File: src/dast_pkg.sv
// ----------------------------------------------------------------------------
// dast_pkg
// Shared types and constants for the device address slot table.
// ----------------------------------------------------------------------------
package dast_pkg;

    // Table geometry
    localparam int SLOTS            = 64;
    localparam int IDX_W            = $clog2(SLOTS);
    localparam int LONG_ADDR_BYTES  = 8;
    localparam int SHORT_ADDR_BYTES = 2;

    // Field widths of the request and response
    localparam int OP_W    = 4;
    localparam int SLOT_W  = 6;
    localparam int LONG_W  = 64;
    localparam int SHORT_W = 16;

    // Significant bits of the stored addresses
    localparam logic [LONG_W-1:0] LONG_MASK = (LONG_ADDR_BYTES >= 8) ? {LONG_W{1'b1}} :
        ((LONG_W'(1) << (8 * LONG_ADDR_BYTES)) - LONG_W'(1));
    localparam logic [SHORT_W-1:0] SHORT_MASK = (SHORT_ADDR_BYTES >= 2) ? 16'hFFFF :
        16'h00FF;

    // Command queue between front and back
    localparam int Q_DEPTH = 2;
    localparam int Q_PTR_W = $clog2(Q_DEPTH);
    localparam int Q_CNT_W = $clog2(Q_DEPTH + 1);

    // Operation codes on the request channel
    typedef enum logic [OP_W-1:0] {
        OP_ALLOC      = 4'd0,
        OP_SET_SHORT  = 4'd1,
        OP_FREE       = 4'd2,
        OP_READ_LONG  = 4'd3,
        OP_READ_SHORT = 4'd4,
        OP_FIND_LONG  = 4'd5,
        OP_FIND_SHORT = 4'd6,
        OP_TEST       = 4'd7,
        OP_CLEAR      = 4'd8
    } op_t;

    // Classified command kinds handed from front to back
    typedef enum logic [2:0] {
        CMD_NOP,
        CMD_ALLOC,
        CMD_FIND_LONG,
        CMD_FIND_SHORT,
        CMD_SET_SHORT,
        CMD_FREE,
        CMD_REPORT,
        CMD_CLEAR
    } cmd_kind_t;

    typedef struct packed {
        logic [OP_W-1:0]    operation;
        logic [SLOT_W-1:0]  slot;
        logic [LONG_W-1:0]  long_addr;
        logic [SHORT_W-1:0] short_addr;
    } req_t;

    typedef struct packed {
        logic [SLOT_W-1:0]  found_slot;
        logic [LONG_W-1:0]  long_addr_out;
        logic [SHORT_W-1:0] short_addr_out;
        logic               in_use;
    } rsp_t;

    typedef struct packed {
        cmd_kind_t          kind;
        logic [IDX_W-1:0]   idx;
        logic [LONG_W-1:0]  long_key;
        logic [SHORT_W-1:0] short_key;
    } cmd_t;

endpackage

File: src/dast_front.sv
// ----------------------------------------------------------------------------
// dast_front
// Request intake: decodes the operation, checks the slot range and masks
// the addresses into a command for the back end.
// ----------------------------------------------------------------------------
module dast_front
    import dast_pkg::*;
(
    input  logic req_valid,
    output logic req_ready,
    input  req_t req,
    input  logic q_full,
    output logic push,
    output cmd_t cmd
);

    logic slot_ok;

    // Accept whenever the queue has room
    assign req_ready = !q_full;
    assign push      = req_valid && !q_full;

    assign slot_ok = int'(req.slot) < SLOTS;

    // Classify the transaction
    always_comb
    begin
        cmd.idx       = IDX_W'(req.slot);
        cmd.long_key  = req.long_addr & LONG_MASK;
        cmd.short_key = req.short_addr & SHORT_MASK;
        unique case (req.operation) inside
            OP_ALLOC:      cmd.kind = CMD_ALLOC;
            OP_FIND_LONG:  cmd.kind = CMD_FIND_LONG;
            OP_FIND_SHORT: cmd.kind = CMD_FIND_SHORT;
            OP_SET_SHORT:  cmd.kind = slot_ok ? CMD_SET_SHORT : CMD_NOP;
            OP_FREE:       cmd.kind = slot_ok ? CMD_FREE : CMD_NOP;
            OP_READ_LONG, OP_READ_SHORT, OP_TEST:
                           cmd.kind = slot_ok ? CMD_REPORT : CMD_NOP;
            OP_CLEAR:      cmd.kind = CMD_CLEAR;
            default:       cmd.kind = CMD_NOP;
        endcase
    end

endmodule

File: config.mk
export PLATFORM = sky130hd
export DESIGN_NAME = dast_front
export DESIGN_NICKNAME = d
export VERILOG_FILES = /design/src/dast_pkg.sv /design/src/dast_front.sv
export SDC_FILE = /design/constraint.sdc
export NUM_CORES = 1
export LEC_CHECK = 0
export BUFFER_PORTS_ARGS = -buffer_cell sky130_fd_sc_hd__buf_2
export CORE_AREA = 2 2 71 73
export DETAILED_ROUTE_END_ITERATION = 8
export DIE_AREA = 0 0 73 75
export PLACE_DENSITY = 0.59
export SYNTH_ARGS = -nofsm -noshare
export SYNTH_HDL_FRONTEND = slang
export SYNTH_SLANG_ARGS = --single-unit
File: constraint.sdc
create_clock -name vclk -period 0.88
set_input_delay 0.044 -clock vclk [all_inputs]
set_output_delay 0.044 -clock vclk [all_outputs]
set_load 0.05 [all_outputs]
After elaboration in Yosys (flattened, before gate mapping)
Cells that the tools add are included.
{"block": "totals", "reg_bits": 0, "inputBits": 92, "output_inout_bits": 91, "wordCells": 13}
{"block": "classes", "eq_ne": 8, "muxes": 1, "reduce_logical": 4}
{"op": "3-bit case mux with 7 select lines", "n": 1}
{"op": "4-bit by 3-bit == test with 1-bit output (second input constant)", "n": 4}
{"op": "4-bit by 2-bit == test with 1-bit output (second input constant)", "n": 2}
{"op": "4-bit by 1-bit == test with 1-bit output (second input constant)", "n": 1}
{"op": "4-bit == test (second input constant)", "n": 1}
{"op": "4-bit logical NOT", "n": 1}
{"op": "3-bit OR reduction", "n": 1}
{"op": "1-bit logical AND", "n": 1}
{"op": "1-bit logical NOT", "n": 1}

Longest topological paths before layout
Gate-level depths: netlist of the first run.
{"block": "logic_depth", "depth_word": 3, "ltp_mapped": 2, "mapped_depth_nobuf": 2}

Worst setup path after synthesis of the first run
No wires, ideal clock.
{"block": "synth_path", "kind": "input to output", "from": "input req[87] (netlist bit)", "to": "output cmd[86] (netlist bit)", "arrival_ps": 1395, "required_ps": 836, "setup_slack_ps": -559, "stages": 2, "n_path_buf": 0, "path_cell_list": "and2b_2 -> a211oi_1"}
{"element": "from (decl)", "line_no": "dast_front.sv:11", "text": "input req_t req,"}
{"element": "to (decl)", "line_no": "dast_front.sv:14", "text": "output cmd_t cmd"}

==> flow_summary.ini, run 1 <==
[timing]
max_slew_margin_pct = 83.4
finalHoldViolations = 0
finalCriticalPeriod_ps = 1120
tightestPinTransition_ps = 251
fmax_ghz = 0.896
rsz0062_at_grt = yes
fin_crit_sh_pct = 127
drv_slew = 0
setup_violations = 2
timing.final.ws_setup_ps = -236

[pwr]
intPower_w = 0.0000869
netSwitchingFraction_pct = 54.5
p_sw_w = 0.000104
power.leakage_nw = 0.121
power_density_nw_per_um2 = 578
ir_drop_mv = 0.122
pwr-share-seq_pct = 0
clock_power_share_pct = 0
combPwrFrac_pct = 100.0

[yosys]
syn_area_per_cell_um2 = 7.53
synth-seq-area-share_pct = 0
synth_xor_xnor_area_share_pct = 0
muxShareOfSynthArea_pct = 0
synth_simple_gate_area_share_pct = 5.08
ys_types = 13
yosysWarnings = 0
synth_compound_area_share_pct = 6.95
synthAdderAreaFrac_pct = 0
synth_cells = 98
syn_area_um2 = 738
synth_fp_nets = 190
synth_top_family_by_area = buffers and inverters

[route]
met2_length_um = 378
topRoutingLayerUsed = met4
drt_iter0_drc = 7
first_pass_iters = 2
drc_errors = 0
wl_per_cell_um = 15.7
routed_wl_um = 1290
drtAntennaViolNets = 0
vias_per_cell = 3.41
vias = 280
met1_length_um = 188
wl_met3_um = 372

[worst_setup_path]
path_depth = 4
worstPathMaxFanout = 4
cp.arrival_ps = 1070
crit_family = simple AND/OR/NAND/NOR gates
crit_chain = buf_8, or4b_4, a41oi_4, buf_6
startpoint_type = input pin
path_buf_inv = 2
critPathLaunch = req[88]
critPathKind = input pin to output port
crit_slowest_cell = or4b_4
max_stage_delay_ps = 570
worstSetupEndpointType = output port
worstPathRequired_ps = 840
cp-endpoint = cmd[88]

[floorplanning]
ios = 183
rows = 25
initial_core_util_pct = 15.8
die-area_um2 = 5480
placeableCoreArea_um2 = 4660
die_x_um = 73
die_h_um = 75

[run_status]
status = finished with violations
violations = setup timing

[cts]
cts_hold_buf = 0
cts_resized = 8
post_cts_buffers = 0

[finish]
clkbuf_count = 0
antennaDiodeCount = 0
area_growth_pct = -55.3
seq_cell_count = 0
drive_gt1_share_pct = 82.1
layout.cells.most_common_list = buf_2 (6), buf_4 (4), buf_8 (3), buf_6 (3)
seqCellArea_um2 = 0
final_nets = 122
final_common_cell = buf_2
fin_cells = 82

[placement]
io_buffers = 11
dp.cells = 82
place_ws_ps = -361
dp_hpwl_um = 975
gp_congestion = 0.626

[global_routing]
grt_max_degree = 6
first_global_vias = 270
antenna_found_initial = 0
grt_overflow_total = 0
grt_pass1_wl_um = 1550
track_usage_pct = 3.73

[hold_path]
hp-class = input pin to output port

[flow_run]
max_cap_violations = 0
worst min path at each step:
stage / from / endpoint / cells past startpoint
3_5_place_dp: req[23] / cmd[23] / 0
4_1_cts: req[23] / cmd[23] / 0
6_report: req[11] / cmd[11] / 0
5_1_grt: req[27] / cmd[27] / 0
3_3_place_gp: req[23] / cmd[23] / 0
2_1_floorplan: req[86] / cmd[86] / 1
kinds of logic (layout without fill, tap and decap cells):
| logic type | after synthesis | in the layout |
|---|---|---|
| compound gates | 6 | 6 |
| buf+inv | 87 | 17 |
| simple gates | 5 | 5 |
cells in the mapped netlist, drive strengths merged:
cell / instances / area [µm²]
o31a: 1 / 10.0
nand2: 1 / 3.75
nor2b: 1 / 6.26
a21oi: 1 / 5.00
a41oi: 1 / 16.3
or4b: 1 / 10.0
o21ai: 1 / 5.00
and2b: 1 / 8.76
buf: 86 / 646
or3b: 1 / 8.76
a211oi: 1 / 7.51
inv: 1 / 3.75
o21bai: 1 / 7.51
metal layers:
layer	vias to the layer above	track usage, %
met5	-	0
met4	0	11.7
met3	52	3.88
met2	52	2.70
met1	93	1.68
li1	83	-
stage by stage:
step	util [%]	hold WS (ps)	TNS, ps	instance area (µm²)	power [W]
after detailed placement	6.09	88.3	-707	284	0.000163
after global placement	6.09	88.3	-707	284	0.000164
final	7.09	88.0	-368	330	0.000191
after CTS	6.77	88.3	-384	315	0.000186
after floorplan	-	189	-215	769	0.00115
after global routing	7.09	88.1	-417	330	0.000204
area by class of cell:
| class | instances | area (µm²) |
|---|---|---|
| timing repair buffer | 16 | 139 |
| fill | 529 | 4330 |
| tap | 54 | 67.6 |
| multi-input combinational | 11 | 120 |
| inverter | 1 | 3.75 |
power by group through the flow:
stage	clock (W)	combinational [W]	sequential (W)
5_1_grt	0	0.000204	0
4_1_cts	0	0.000186	0
3_5_place_dp	0	0.000163	0
3_3_place_gp	0	0.000164	0
6_report	0	0.000191	0
2_1_floorplan	0	0.00115	0
Note: power is estimated with default switching activity, not from simulation.
==> run 2, diff against run 1 <==
--- a/config.mk
+++ b/config.mk
@@ -6,10 +6,11 @@
 export NUM_CORES = 1
 export LEC_CHECK = 0
 export BUFFER_PORTS_ARGS = -buffer_cell sky130_fd_sc_hd__buf_2
-export CORE_AREA = 2 2 71 73
+export CELL_PAD_IN_SITES_DETAIL_PLACEMENT = 0
+export CELL_PAD_IN_SITES_GLOBAL_PLACEMENT = 2
+export CORE_UTILIZATION = 10
 export DETAILED_ROUTE_END_ITERATION = 8
-export DIE_AREA = 0 0 73 75
-export PLACE_DENSITY = 0.59
+export PLACE_DENSITY = 0.95
 export SYNTH_ARGS = -nofsm -noshare
 export SYNTH_HDL_FRONTEND = slang
 export SYNTH_SLANG_ARGS = --single-unit
==> flow_summary.ini, run 2 (same netlist as run 1, synthesis figures left out) <==
[run_status]
status = finished with violations
violations = setup timing

[hold_path]
hp-class = input pin to output port
worstHoldStart = req[11]

[route]
wl_per_cell_um = 11.9
drt_iter0_drc = 2
routed_wl_um = 1470
vias_per_cell = 2.24
drc_errors = 0
vias = 278
drtAntennaViolNets = 0
first_pass_iters = 2

[flow_run]
max_cap_violations = 0

[floorplanning]
initial_core_util_pct = 10.6
die_h_um = 87.9
die_x_um = 87.9
placeableCoreArea_um2 = 6940
die-area_um2 = 7730
ios = 183
rows = 30

[timing]
whs_ps = 88.0
finalCriticalPeriod_ps = 1100
setup_violations = 2
drv_slew = 0
finalHoldViolations = 0
timing.final.ws_setup_ps = -220
fmax_ghz = 0.909
rsz0062_at_grt = yes
tightestPinTransition_ps = 248
fin_crit_sh_pct = 125
fin_tns_setup_ps = -343
max_slew_margin_pct = 83.6

[pwr]
p_sw_w = 0.000104
netSwitchingFraction_pct = 53.7
power_density_nw_per_um2 = 494
ir_drop_mv = 0.121
intPower_w = 0.0000898
p_total_w = 0.000194
power.leakage_nw = 0.125
pwr-share-seq_pct = 0
combPwrFrac_pct = 100.0
clock_power_share_pct = 0

[global_routing]
grt_busiest_layer = met4
track_usage_pct = 3.35
grt_use_met3_pct = 4.71
grt_use_met1_pct = 1.51
met2_usage_pct = 2.40
grt_pass1_wl_um = 1910
grt_overflow_total = 0
first_global_vias = 301
antenna_found_initial = 0
grt_max_degree = 6

[worst_setup_path]
critPathKind = input pin to output port
worstSetupEndpointType = output port
cp.arrival_ps = 1060
worstPathMaxFanout = 3
startpoint_type = input pin
worstPathRequired_ps = 840
critPathLaunch = req[86]

[finish]
fin_util_pct = 5.66
drive_gt1_share_pct = 82.1
layout.cells.most_common_list = buf_6 (7), buf_2 (5), buf_8 (2), buf_4 (2)
seqCellArea_um2 = 0
seq_cell_count = 0
final_nets = 122
antennaDiodeCount = 0
area_growth_pct = -46.8
final_common_cell = buf_6
clkbuf_count = 0

[placement]
dp_hpwl_um = 1170
gp_congestion = 0.666
io_buffers = 11

[cts]
cts_hold_buf = 0
[run 2: power groups by stage]
stage	Sequential (W)	Clock, W	Combinational, W
2_1_floorplan	0	0	0.00115
3_3_place_gp	0	0	0.000157
3_5_place_dp	0	0	0.000157
4_1_cts	0	0	0.000191
5_1_grt	0	0	0.000205
6_report	0	0	0.000194
[run 2: final timing paths]
path	endpoint	slack [ps]	cells past startpoint
setup / recovery	cmd[88]	-220	4
hold / removal	cmd[11]	90	0
[run 2: routing by layer]
metal  vias to the layer above  part of all wire [%]
met5                         -                     0
met4                         0                    22
met3                        56                    33
met2                        53                    31
met1                        88                    14
li1                         81                     -
[run 2: cell type report]
type / count / area, µm²
fill: 815 / 6550
timing repair buffer: 16 / 149
multi-input combinational: 11 / 120
tap: 96 / 120
inverter: 1 / 3.75
[run 2: critical path, cell delays in order]
cell     delay, ps
buf_6           90
or4b_4         570
a41oi_4        160
buf_6          180
[run 2: stage by stage]
step	setup WS [ps]	cell area, µm²	cells
finish	-220	393	124
global route	-237	393	124
CTS	-221	385	124
detailed placement	-337	329	123
global placement	-316	329	123
floorplan	-139	769	98
[run 2: what timing repair did]
action / 4_1_cts / 5_1_grt
resized for setup: 13 / 2
buffers inserted: 1 / 0
setup endpoints to repair: 3 / 3
pin swaps: 2 / 1
hold endpoints to repair: 0 / 0
