**config.mk**
```make
export PLATFORM = sky130hd
export DESIGN_NAME = dast_queue
export DESIGN_NICKNAME = d
export VERILOG_FILES = /design/src/dast_pkg.sv /design/src/dast_queue.sv
export SDC_FILE = /design/constraint.sdc
export NUM_CORES = 1
export LEC_CHECK = 0
export ABC_AREA = 1
export BUFFER_PORTS_ARGS = -buffer_cell sky130_fd_sc_hd__buf_2
export CAP_MARGIN = 20
export CORE_MARGIN = 5
export CORE_UTILIZATION = 32
export DETAILED_ROUTE_END_ITERATION = 12
export SLEW_MARGIN = 25
export SYNTH_ARGS = -nofsm -noshare
export SYNTH_HDL_FRONTEND = slang
export SYNTH_SLANG_ARGS = --single-unit
```
**constraint.sdc**
```tcl
create_clock -name clk -period 4.9 [get_ports clk]
set_clock_uncertainty 0.2 [all_clocks]
set_input_delay 1.225 -clock clk [delete_from_list [all_inputs] [get_ports clk]]
set_output_delay 1.225 -clock clk [all_outputs]
set_load 0.1 [all_outputs]
```
**src/dast_pkg.sv**
```systemverilog
// ----------------------------------------------------------------------------
// dast_pkg
// Shared types and constants for the device address slot table.
// ----------------------------------------------------------------------------
package dast_pkg;

    // Table geometry
    localparam int SLOTS            = 64;
    localparam int IDX_W            = $clog2(SLOTS);
    localparam int LONG_ADDR_BYTES  = 8;
    localparam int SHORT_ADDR_BYTES = 2;

    // Field widths of the request and response
    localparam int OP_W    = 4;
    localparam int SLOT_W  = 6;
    localparam int LONG_W  = 64;
    localparam int SHORT_W = 16;

    // Significant bits of the stored addresses
    localparam logic [LONG_W-1:0] LONG_MASK = (LONG_ADDR_BYTES >= 8) ? {LONG_W{1'b1}} :
        ((LONG_W'(1) << (8 * LONG_ADDR_BYTES)) - LONG_W'(1));
    localparam logic [SHORT_W-1:0] SHORT_MASK = (SHORT_ADDR_BYTES >= 2) ? 16'hFFFF :
        16'h00FF;

    // Command queue between front and back
    localparam int Q_DEPTH = 2;
    localparam int Q_PTR_W = $clog2(Q_DEPTH);
    localparam int Q_CNT_W = $clog2(Q_DEPTH + 1);

    // Operation codes on the request channel
    typedef enum logic [OP_W-1:0] {
        OP_ALLOC      = 4'd0,
        OP_SET_SHORT  = 4'd1,
        OP_FREE       = 4'd2,
        OP_READ_LONG  = 4'd3,
        OP_READ_SHORT = 4'd4,
        OP_FIND_LONG  = 4'd5,
        OP_FIND_SHORT = 4'd6,
        OP_TEST       = 4'd7,
        OP_CLEAR      = 4'd8
    } op_t;

    // Classified command kinds handed from front to back
    typedef enum logic [2:0] {
        CMD_NOP,
        CMD_ALLOC,
        CMD_FIND_LONG,
        CMD_FIND_SHORT,
        CMD_SET_SHORT,
        CMD_FREE,
        CMD_REPORT,
        CMD_CLEAR
    } cmd_kind_t;

    typedef struct packed {
        logic [OP_W-1:0]    operation;
        logic [SLOT_W-1:0]  slot;
        logic [LONG_W-1:0]  long_addr;
        logic [SHORT_W-1:0] short_addr;
    } req_t;

    typedef struct packed {
        logic [SLOT_W-1:0]  found_slot;
        logic [LONG_W-1:0]  long_addr_out;
        logic [SHORT_W-1:0] short_addr_out;
        logic               in_use;
    } rsp_t;

    typedef struct packed {
        cmd_kind_t          kind;
        logic [IDX_W-1:0]   idx;
        logic [LONG_W-1:0]  long_key;
        logic [SHORT_W-1:0] short_key;
    } cmd_t;

endpackage

```
**src/dast_queue.sv**
```systemverilog
// ----------------------------------------------------------------------------
// dast_queue
// Short command FIFO that decouples the front end from the back end.
// ----------------------------------------------------------------------------
module dast_queue
    import dast_pkg::*;
(
    input  logic clk,
    input  logic rst_n,
    input  logic push,
    input  cmd_t push_cmd,
    input  logic pop,
    output cmd_t head,
    output logic full,
    output logic not_empty
);

    cmd_t               entry_reg [Q_DEPTH];
    logic [Q_PTR_W-1:0] wr_ptr_reg, wr_ptr_next;
    logic [Q_PTR_W-1:0] rd_ptr_reg, rd_ptr_next;
    logic [Q_CNT_W-1:0] count_reg, count_next;
    logic               do_push, do_pop;

    assign full      = count_reg == Q_CNT_W'(Q_DEPTH);
    assign not_empty = count_reg != '0;
    assign head      = entry_reg[rd_ptr_reg];

    assign do_push = push && !full;
    assign do_pop  = pop && not_empty;

    // Advance pointers and occupancy
    always_comb
    begin
        wr_ptr_next = wr_ptr_reg;
        rd_ptr_next = rd_ptr_reg;
        count_next  = count_reg;
        if (do_push)
        begin
            wr_ptr_next = (int'(wr_ptr_reg) == Q_DEPTH - 1) ? '0 : wr_ptr_reg + 1'b1;
        end
        if (do_pop)
        begin
            rd_ptr_next = (int'(rd_ptr_reg) == Q_DEPTH - 1) ? '0 : rd_ptr_reg + 1'b1;
        end
        if (do_push && !do_pop)
        begin
            count_next = count_reg + 1'b1;
        end
        else if (do_pop && !do_push)
        begin
            count_next = count_reg - 1'b1;
        end
    end

    always_ff @(posedge clk or negedge rst_n)
    begin
        if (!rst_n)
        begin
            wr_ptr_reg <= '0;
            rd_ptr_reg <= '0;
            count_reg  <= '0;
        end
        else
        begin
            wr_ptr_reg <= wr_ptr_next;
            rd_ptr_reg <= rd_ptr_next;
            count_reg  <= count_next;
        end
    end

    // Store entries
    always_ff @(posedge clk)
    begin
        if (do_push)
        begin
            entry_reg[wr_ptr_reg] <= push_cmd;
        end
    end

endmodule

```
**Yosys cells after proc, flatten, opt, wreduce, memory -nomap -nowiden**

Memories as Yosys holds them, arrays and structs flattened.
Cells that the tools add are included.

- Bits in registers: 4
- Memories kept: 1
- Bits in writable memories: 178
- Output and inout port bits: 91
- Input bits: 93
- Word-level logic and storage cells: 24

- Multiplexer cells: 6
- Add/sub/neg operators: 4
- Reductions and logical operators: 9
- Equal/unequal tests: 1

Memory list:

| name | depth | width | read ports | clocked after Yosys merged registers in | wr ports | RTL line | text |
|---|---|---|---|---|---|---|---|
| entry_reg | 2 | 89 | 1 | 0 | 1 | dast_queue.sv:18 | `cmd_t entry_reg [Q_DEPTH];` |

Operator list:

| cell | count |
|---|---|
| $logic_and A1 B1 Y1 | 4 |
| $mux W1 | 4 |
| $mux W2 | 2 |
| $reduce_bool A2 Y1 | 2 |
| $logic_not A1 Y1 | 3 |
| $add A1 B1 Y1 const B | 2 |
| $add A2 B1 Y2 const B | 1 |
| $eq A2 B2 Y1 const B | 1 |
| $sub A2 B1 Y2 const B | 1 |

**Depth between registers and ports, before layout**

Gate-level depths: netlist (run 1).

- Depth after elaboration: 7
- Depth in mapped cells: 9
- Mapped depth without buffers: 9

**Worst setup path after synthesis (run 1)**

Ideal clock, no wire load.

- Kind: in2reg
- Start point: in push
- End point: mem entry_reg[1][0] (netlist name) (enable)
- Stages on the path: 2
- Required time: 4.163 ns
- Slack: -0.875 ns
- Buffers on the path: 0
- Data arrival time: 5.037 ns
- Library setup time: 0.537 ns
- Cells stage by stage: o21ai_0 nor2_1

- Word-level cells in the longest chain between the ends: 3

RTL lines:

| what | RTL line | text |
|---|---|---|
| from (decl) | dast_queue.sv:10 | `input logic push,` |
| $logic_and A1 B1 Y1 | dast_queue.sv:28 | `assign do_push = push && !full;` |
| $mux W1 | dast_queue.sv:74 | `if (do_push)` |
| $mux W1 (implied by the code) | dast_queue.sv:76 | `entry_reg[wr_ptr_reg] <= push_cmd;` |
| to (decl) | dast_queue.sv:18 |  |

Every way passes these cells.

==> results of run 1 <==
==> worst reg2reg max path, stage by stage, from the launching register on <==
cell and delay (ns):
dfrtp_1 0.39, inv_1 0.11, o21ai_0 0.18, nor2_4 0.61
buf_4 0.54
==> metrics by stage <==
stage | utilization, % | std cells | cell area (sq um) | worst slack, ns | hold WS (ns)
CTS | 40.6 | 971 | 8470 | 0.944 | 0.290
floorplan | - | 496 | 6760 | 0.609 | 0.242
global placement | 37.8 | 939 | 7900 | 1.42 | 0.258
detailed placement | 37.8 | 939 | 7900 | 1.41 | 0.270
global route | 40.6 | 971 | 8470 | 0.839 | 0.330
finish | 40.6 | 971 | 8470 | 1.05 | 0.288
==> logic make-up (layout without fill, tap and decap cells) <==
family	after synthesis	in the layout	synth area share (%)
AOI/OAI and AO/OA	1	1	0.0740
xor gates and xnor gates	1	1	0.130
adders and majority gates	1	1	0.185
buffers and inverters	27	227	3.22
DFF	182	182	80.5
and+or+nand+nor	284	284	15.8
==> final timing paths <==
check / from / to / depth (start not counted)
max in group asynchronous: rst_n / rd_ptr_reg / 1
max: rd_ptr_reg / head[15] / 4
min reg2reg: wr_ptr_reg / wr_ptr_reg / 2
max reg2reg: count_reg[1] / entry_reg[1][70] / 4
min in group asynchronous: rst_n / rd_ptr_reg / 1
min: wr_ptr_reg / wr_ptr_reg / 2
==> cell usage after synthesis, drive strengths merged <==
library cell and instances:
inv 8, buf 19, ha 1, o21ai 1, nand2 278, nand4 1
xnor2 1, dfrtp 4, nor2 3, edfxtp 178, nand3 2
==> layer usage <==
layer  vias to the layer above  share of wire [%]  global-route usage [%]
li1                       2041                  -                       -
met1                      1901                 41                    14.4
met2                       125                 49                    19.7
met3                        18                8.1                    4.59
met4                         4                1.3                    3.67
met5                         -               0.19                       0
==> layout make-up <==
type	instances	area (sq um)
inverter	8	40.0
clock inverter	15	153
timing repair buffer	187	958
clock buffer	17	425
sequential	182	5450
tap	275	344
fill	1996	12400
multi-input combinational	287	1100
==> impl_metrics.py, run 1 <==
metrics = {
    "placed_design": {
        "port_buffers": 183,
        "place.gp.congestion": 0.730,
        "hpwl_um": 9080,
    },
    "routing": {
        "route.detailed.drc": 0,
        "routed-via-count": 4089,
        "drt-total-wl_um": 14300,
        "ant_nets": 0,
        "viasPerCell": 4.21,
        "wire_per_inst_um": 14.7,
        "drt_iter0_drc": 220,
        "dr.pass1.iters": 4,
    },
    "die": {
        "die_h_um": 155,
        "rows": 53,
        "die_w_um": 155,
        "start_util_pct": 32.4,
        "core_area_sq_um": 20900,
        "ios": 184,
        "die_area_sq_um": 24100,
    },
    "cts": {
        "clkSlewWorstSetupHoldPaths_ns": 0.07,
        "cts_buffer_depth": 2,
        "post_cts_buffers": 0,
        "cts_tree": "done",
        "cts_resized": 0,
        "clock_sinks": 182,
        "hold_buffers": 0,
        "numCtsBuffers": 17,
        "clkLatencyLatePin_ns": 0.41,
        "htreeDepth": 4,
        "cts_root_buffer": "clkbuf_16",
    },
    "setup_path": {
        "endpoint_kind": "output pin",
        "crit_type": "reg2out",
        "cp_data_required_time_ns": 3.47,
        "cp_common_cell": "nand2_1",
        "r2r_slack_ns": 2.48,
        "startpoint_type": "flop",
        "cp_top_family": "buffers and inverters",
        "worst_path_max_delay_cell": "dfrtp_4",
        "critPathBufInv": 2,
        "cpPeakStageDelay_ns": 0.74,
        "crit_fanout": 52,
        "arrival_ns": 2.43,
        "crit_chain": "buf_4, nand2_1, nand2_1, buf_2",
    },
    "yosys": {
        "synth_area_leaders": "edfxtp_1 (79%), nand2_1 (15%), buf_6 (1.7%)",
        "syn_area_sq_um": 6760,
        "ys_warn_count": 0,
        "syn_nets": 590,
        "synth-seq-cells": 182,
        "netlist_instances": 496,
        "yosysUniqueCellTypes": 13,
        "yosysTopAreaCell": "edfxtp_1",
        "yosysTopAreaCellShare_pct": 79.1,
        "avgSynthCellArea_sq_um": 13.6,
        "yosysSeqAreaShare_pct": 80.5,
    },
    "global_routing": {
        "grt_pass1_wl_um": 22100,
        "track_usage_pct": 11.9,
        "grt_pass1_vias": 4191,
        "antenna_found_initial": 2,
        "grt_max_degree": 91,
        "gr-total-overflow": 0,
    },
    "timing": {
        "hold_violations": 0,
        "setup_viol": 0,
        "max_freq_ghz": 0.260,
        "period_needed_ns": 3.85,
        "fin_crit_sh_pct": 78.6,
        "rsz0062_at_grt": "no",
        "tightest_slew_ns": 0.723,
        "slew-limit-headroom_pct": 51.7,
        "slew_viol_final": 0,
        "final.setup.tns_ns": 0,
    },
    "flow_run": {
        "drv_cap": 0,
    },
    "final_layout": {
        "areaGrowthSynthToFinish_pct": 25.4,
        "drive_above_1_share_pct": 31.8,
        "nNetsFinal": 777,
        "final_common_cell": "nand2_1",
        "num_antenna_cells": 0,
        "layout_common_cells": "nand2_1 (278), buf_2 (183), edfxtp_1 (178)",
        "largest_register_ffs": 178,
    },
    "min_path": {
        "hp-class": "reg2reg",
    },
    "run_status": {
        "status": "finished, final reports clean",
    },
}
Power of run 1 is left out: the tool's default activity adds up to more than one toggle a clock period on the data nets, which glitch-free logic cannot reach.
==> run 2: changes to the inputs <==
==> constraint.sdc (replaced) <==
create_clock -name clk -period 3.41 [get_ports clk]
set_clock_uncertainty 0.2 [all_clocks]
set_input_delay 0.8525 -clock clk [delete_from_list [all_inputs] [get_ports clk]]
set_output_delay 0.8525 -clock clk [all_outputs]
set_load 0.1 [all_outputs]
==> impl_metrics.py, run 2 (synthesized netlist as in run 1, its figures left out) <==
metrics = {
    "die": {
        "ios": 184,
        "die_area_sq_um": 24100,
        "start_util_pct": 32.4,
        "die_h_um": 155,
        "die_w_um": 155,
        "core_area_sq_um": 20900,
        "rows": 53,
    },
    "routing": {
        "route.detailed.drc": 0,
        "routed-via-count": 4070,
        "dr.pass1.iters": 4,
        "ant_nets": 0,
        "drt-total-wl_um": 14100,
        "viasPerCell": 4.19,
        "wire_per_inst_um": 14.5,
        "drt_iter0_drc": 170,
    },
    "global_routing": {
        "grt_pass1_vias": 4185,
        "grt_pass1_wl_um": 22000,
        "antenna_found_initial": 0,
        "gr-total-overflow": 0,
        "track_usage_pct": 11.8,
        "grt_max_degree": 91,
    },
    "timing": {
        "fin_crit_sh_pct": 90.2,
        "whs_ns": 0.0320,
        "rsz0062_at_grt": "no",
        "final.setup.tns_ns": 0,
        "period_needed_ns": 3.08,
        "tightest_slew_ns": 0.674,
        "slew-limit-headroom_pct": 55.1,
        "max_freq_ghz": 0.325,
        "setup_viol": 0,
        "hold_violations": 0,
        "slew_viol_final": 0,
    },
    "setup_path": {
        "arrival_ns": 2.02,
        "crit_chain": "inv_8, nand2_1, nand2_1, buf_2",
        "critPathBufInv": 2,
        "crit_fanout": 90,
        "cp_data_required_time_ns": 2.36,
        "endpoint_kind": "output pin",
        "worst_path_max_delay_cell": "dfrtp_4",
        "cp_top_family": "buffers and inverters",
        "crit_type": "reg2out",
        "cpPeakStageDelay_ns": 0.52,
        "cp_common_cell": "nand2_1",
        "startpoint_type": "flop",
    },
    "flow_run": {
        "drv_cap": 0,
    },
    "cts": {
        "htreeDepth": 4,
        "clkSlewWorstSetupHoldPaths_ns": 0.07,
        "hold_buffers": 0,
        "post_cts_buffers": 0,
        "numCtsBuffers": 17,
        "cts_tree": "done",
        "clkLatencyLatePin_ns": 0.41,
        "clock_sinks": 182,
        "cts_buffer_depth": 2,
        "cts_resized": 0,
        "cts_root_buffer": "clkbuf_16",
    },
    "final_layout": {
        "nNetsFinal": 778,
        "drive_above_1_share_pct": 32.3,
        "layout_common_cells": "nand2_1 (278), buf_2 (183), edfxtp_1 (178)",
        "finalCoreUtilization_pct": 40.7,
        "areaGrowthSynthToFinish_pct": 25.9,
        "largest_register_ffs": 178,
        "num_antenna_cells": 0,
        "final_common_cell": "nand2_1",
        "layoutNonFillerInstCount": 972,
    },
    "placed_design": {
        "port_buffers": 183,
        "place.gp.congestion": 0.756,
        "hpwl_um": 8890,
        "dp_cells": 940,
    },
    "run_status": {
        "status": "finished, final reports clean",
    },
    "min_path": {
        "hp-class": "in2async",
    },
}
==> run 2: final cells by class <==
| cell class | count | area, sq um |
|---|---|---|
| repair buffers | 188 | 966 |
| flip-flops and latches | 182 | 5450 |
| multi-input cells | 287 | 1110 |
| inverters | 8 | 41.3 |
| fillers | 1945 | 12400 |
| well taps | 275 | 344 |
| clock buffers | 17 | 425 |
| clock inverters | 15 | 171 |
==> run 2: worst register-to-register path, delay by kind of cell, from the launching register on <==
kind | cells | cell delay (ns)
DFF | 1 | 0.38
buffers and inverters | 3 | 0.77
and+or+nand+nor | 3 | 0.31
==> run 2: path summary, 6_finish.rpt <==
path | slack [ns] | depth (start not counted) | startpoint | to
max | 0.33 | 4 | rd_ptr_reg | head[42]
min | 0.03 | 1 | rst_n | count_reg[0]
max reg2reg | 1.33 | 6 | count_reg[1] | entry_reg[0][70]
min reg2reg | 0.29 | 2 | count_reg[1] | count_reg[1]
max in group asynchronous | 2.84 | 1 | rst_n | rd_ptr_reg
min in group clk | 0.29 | 2 | count_reg[1] | count_reg[1]
==> run 2: metal layers <==
layer / share of wire [%] / vias to the layer above / track usage [%]
met1: 43 / 1899 / 14.4
met5: 0 / - / 0
met4: 0.86 / 0 / 3.38
li1: - / 2043 / -
met2: 49 / 123 / 19.9
met3: 7.3 / 5 / 3.92
==> run 2: through the flow <==
stage,setup slack [ns],cell area (sq um)
6_report,0.333,8510
5_1_grt,0.169,8510
4_1_cts,0.258,8510
3_5_place_dp,0.726,7910
3_3_place_gp,0.718,7910
2_1_floorplan,0.310,6780
Power of run 2 is left out for the same reason.
==> run 3: changes to the inputs <==
--- a/config.mk
+++ b/config.mk
@@ -8,9 +8,12 @@
 export ABC_AREA = 1
 export BUFFER_PORTS_ARGS = -buffer_cell sky130_fd_sc_hd__buf_2
 export CAP_MARGIN = 20
+export CELL_PAD_IN_SITES_DETAIL_PLACEMENT = 1
+export CELL_PAD_IN_SITES_GLOBAL_PLACEMENT = 2
 export CORE_MARGIN = 5
-export CORE_UTILIZATION = 32
+export CORE_UTILIZATION = 31
 export DETAILED_ROUTE_END_ITERATION = 12
+export PLACE_DENSITY_LB_ADDON = 0.1
 export SLEW_MARGIN = 25
 export SYNTH_ARGS = -nofsm -noshare
 export SYNTH_HDL_FRONTEND = slang
==> impl_metrics.py, run 3 (synthesized netlist as in run 1, its figures left out) <==
metrics = {
    "final_layout": {
        "drive_above_1_share_pct": 33.1,
        "final_common_cell": "nand2_1",
        "areaGrowthSynthToFinish_pct": 27.8,
        "largest_register_ffs": 178,
        "layout_common_cells": "nand2_1 (278), buf_2 (183), edfxtp_1 (178)",
        "fillCellCount": 2350,
        "nNetsFinal": 789,
    },
    "cts": {
        "cts_buffer_depth": 2,
        "htreeDepth": 4,
        "cts_tree": "done",
        "clock_sinks": 182,
        "hold_buffers": 0,
        "clkLatencyLatePin_ns": 0.42,
        "cts_resized": 0,
        "clkSlewWorstSetupHoldPaths_ns": 0.07,
        "cts_root_buffer": "clkbuf_16",
        "post_cts_buffers": 0,
        "numCtsBuffers": 17,
    },
    "global_routing": {
        "grt_max_degree": 60,
        "grt_pass1_wl_um": 25200,
        "track_usage_pct": 13.3,
        "gr-total-overflow": 0,
        "grt_pass1_vias": 4548,
        "antenna_found_initial": 2,
    },
    "die": {
        "rows": 54,
        "die_area_sq_um": 24900,
        "ios": 184,
        "die_w_um": 158,
        "core_area_sq_um": 21600,
        "start_util_pct": 31.3,
        "die_h_um": 158,
    },
    "setup_path": {
        "startpoint_type": "flop",
        "crit_type": "reg2out",
        "cp_top_family": "buffers and inverters",
        "endpoint_kind": "output pin",
        "cp_data_required_time_ns": 2.36,
        "cp_common_cell": "nand2_1",
        "critPathBufInv": 3,
        "crit_chain": "inv_8, buf_4, nand2_1, nand2_1, buf_2",
        "r2r_slack_ns": 1.27,
        "cpPeakStageDelay_ns": 0.52,
        "worst_path_max_delay_cell": "dfrtp_4",
        "crit_fanout": 40,
        "arrival_ns": 1.99,
    },
    "routing": {
        "routed-via-count": 4243,
        "drt_iter0_drc": 223,
        "route.detailed.drc": 0,
        "dr.pass1.iters": 4,
        "drt-total-wl_um": 16300,
        "viasPerCell": 4.29,
        "ant_nets": 0,
        "wire_per_inst_um": 16.5,
    },
    "timing": {
        "whs_ns": 0.0304,
        "setup_viol": 0,
        "max_freq_ghz": 0.328,
        "final.setup.tns_ns": 0,
        "slew_viol_final": 0,
        "fin_crit_sh_pct": 89.4,
        "tightest_slew_ns": 0.605,
        "period_needed_ns": 3.05,
        "slew-limit-headroom_pct": 59.6,
        "hold_violations": 0,
        "rsz0062_at_grt": "no",
    },
    "placed_design": {
        "hpwl_um": 11200,
        "port_buffers": 183,
        "place.gp.congestion": 0.706,
    },
    "run_status": {
        "status": "finished, final reports clean",
    },
    "min_path": {
        "hp-class": "in2async",
    },
    "flow_run": {
        "drv_cap": 0,
    },
}
run 3: cell types whose count changed in the layout (fill, tap and decap cells not counted), sizes merged:
| cell | before | now |
|---|---|---|
| buf | 188 | 199 |
| clkinv | 5 | 2 |
| clkinvlp | 3 | 5 |
| bufinv | 2 | 1 |
| clkbuf | 17 | 18 |
| diode | 0 | 1 |
| inv | 13 | 14 |
run 3: worst register-to-register path, cell delays in order, from the launching register on:
cell and delay [ns]:
dfrtp_1 0.46, nor2_4 0.14, nor2_1 0.07, nand2_1 0.12, clkinvlp_4 0.52, buf_12 0.38
run 3: through the flow:
stage | setup WS (ns) | cell area (sq um) | cells | util [%]
after floorplan | 0.310 | 6780 | 496 | -
after global placement | 0.781 | 8060 | 956 | 37.3
after detailed placement | 0.766 | 8060 | 956 | 37.3
after CTS | 0.301 | 8630 | 988 | 39.9
after global routing | 0.237 | 8640 | 989 | 39.9
final | 0.363 | 8640 | 989 | 39.9
run 3: final timing paths:
check / from / to / depth (start not counted)
min reg2reg: count_reg[1] / count_reg[1] / 2
min in group clk: count_reg[1] / count_reg[1] / 2
max reg2reg: count_reg[0] / entry_reg[0][88] / 5
max: rd_ptr_reg / head[78] / 5
max in group asynchronous: rst_n / rd_ptr_reg / 1
min: rst_n / count_reg[0] / 1
run 3: area by class of cell:
cell class	instances	area [sq um]	share of cell area [%]
Antenna cell	1	2.50	0.0290
Clock buffer	18	429	4.97
Clock inverter	14	141	1.64
Inverter	8	41.3	0.478
Multi-Input combinational cell	287	1110	12.9
Sequential cell	182	5450	63.1
Tap cell	280	350	4.06
Timing Repair Buffer	199	1110	12.9
run 3: routing by layer:
metal	vias to the layer above	part of all wire [%]	global-route usage, %
met5	-	0.067	0
met4	2	1.5	4.71
met3	16	5.8	3.64
met2	110	49	21.8
met1	2049	43	17.0
li1	2066	-	-
Power of run 3 is left out for the same reason.
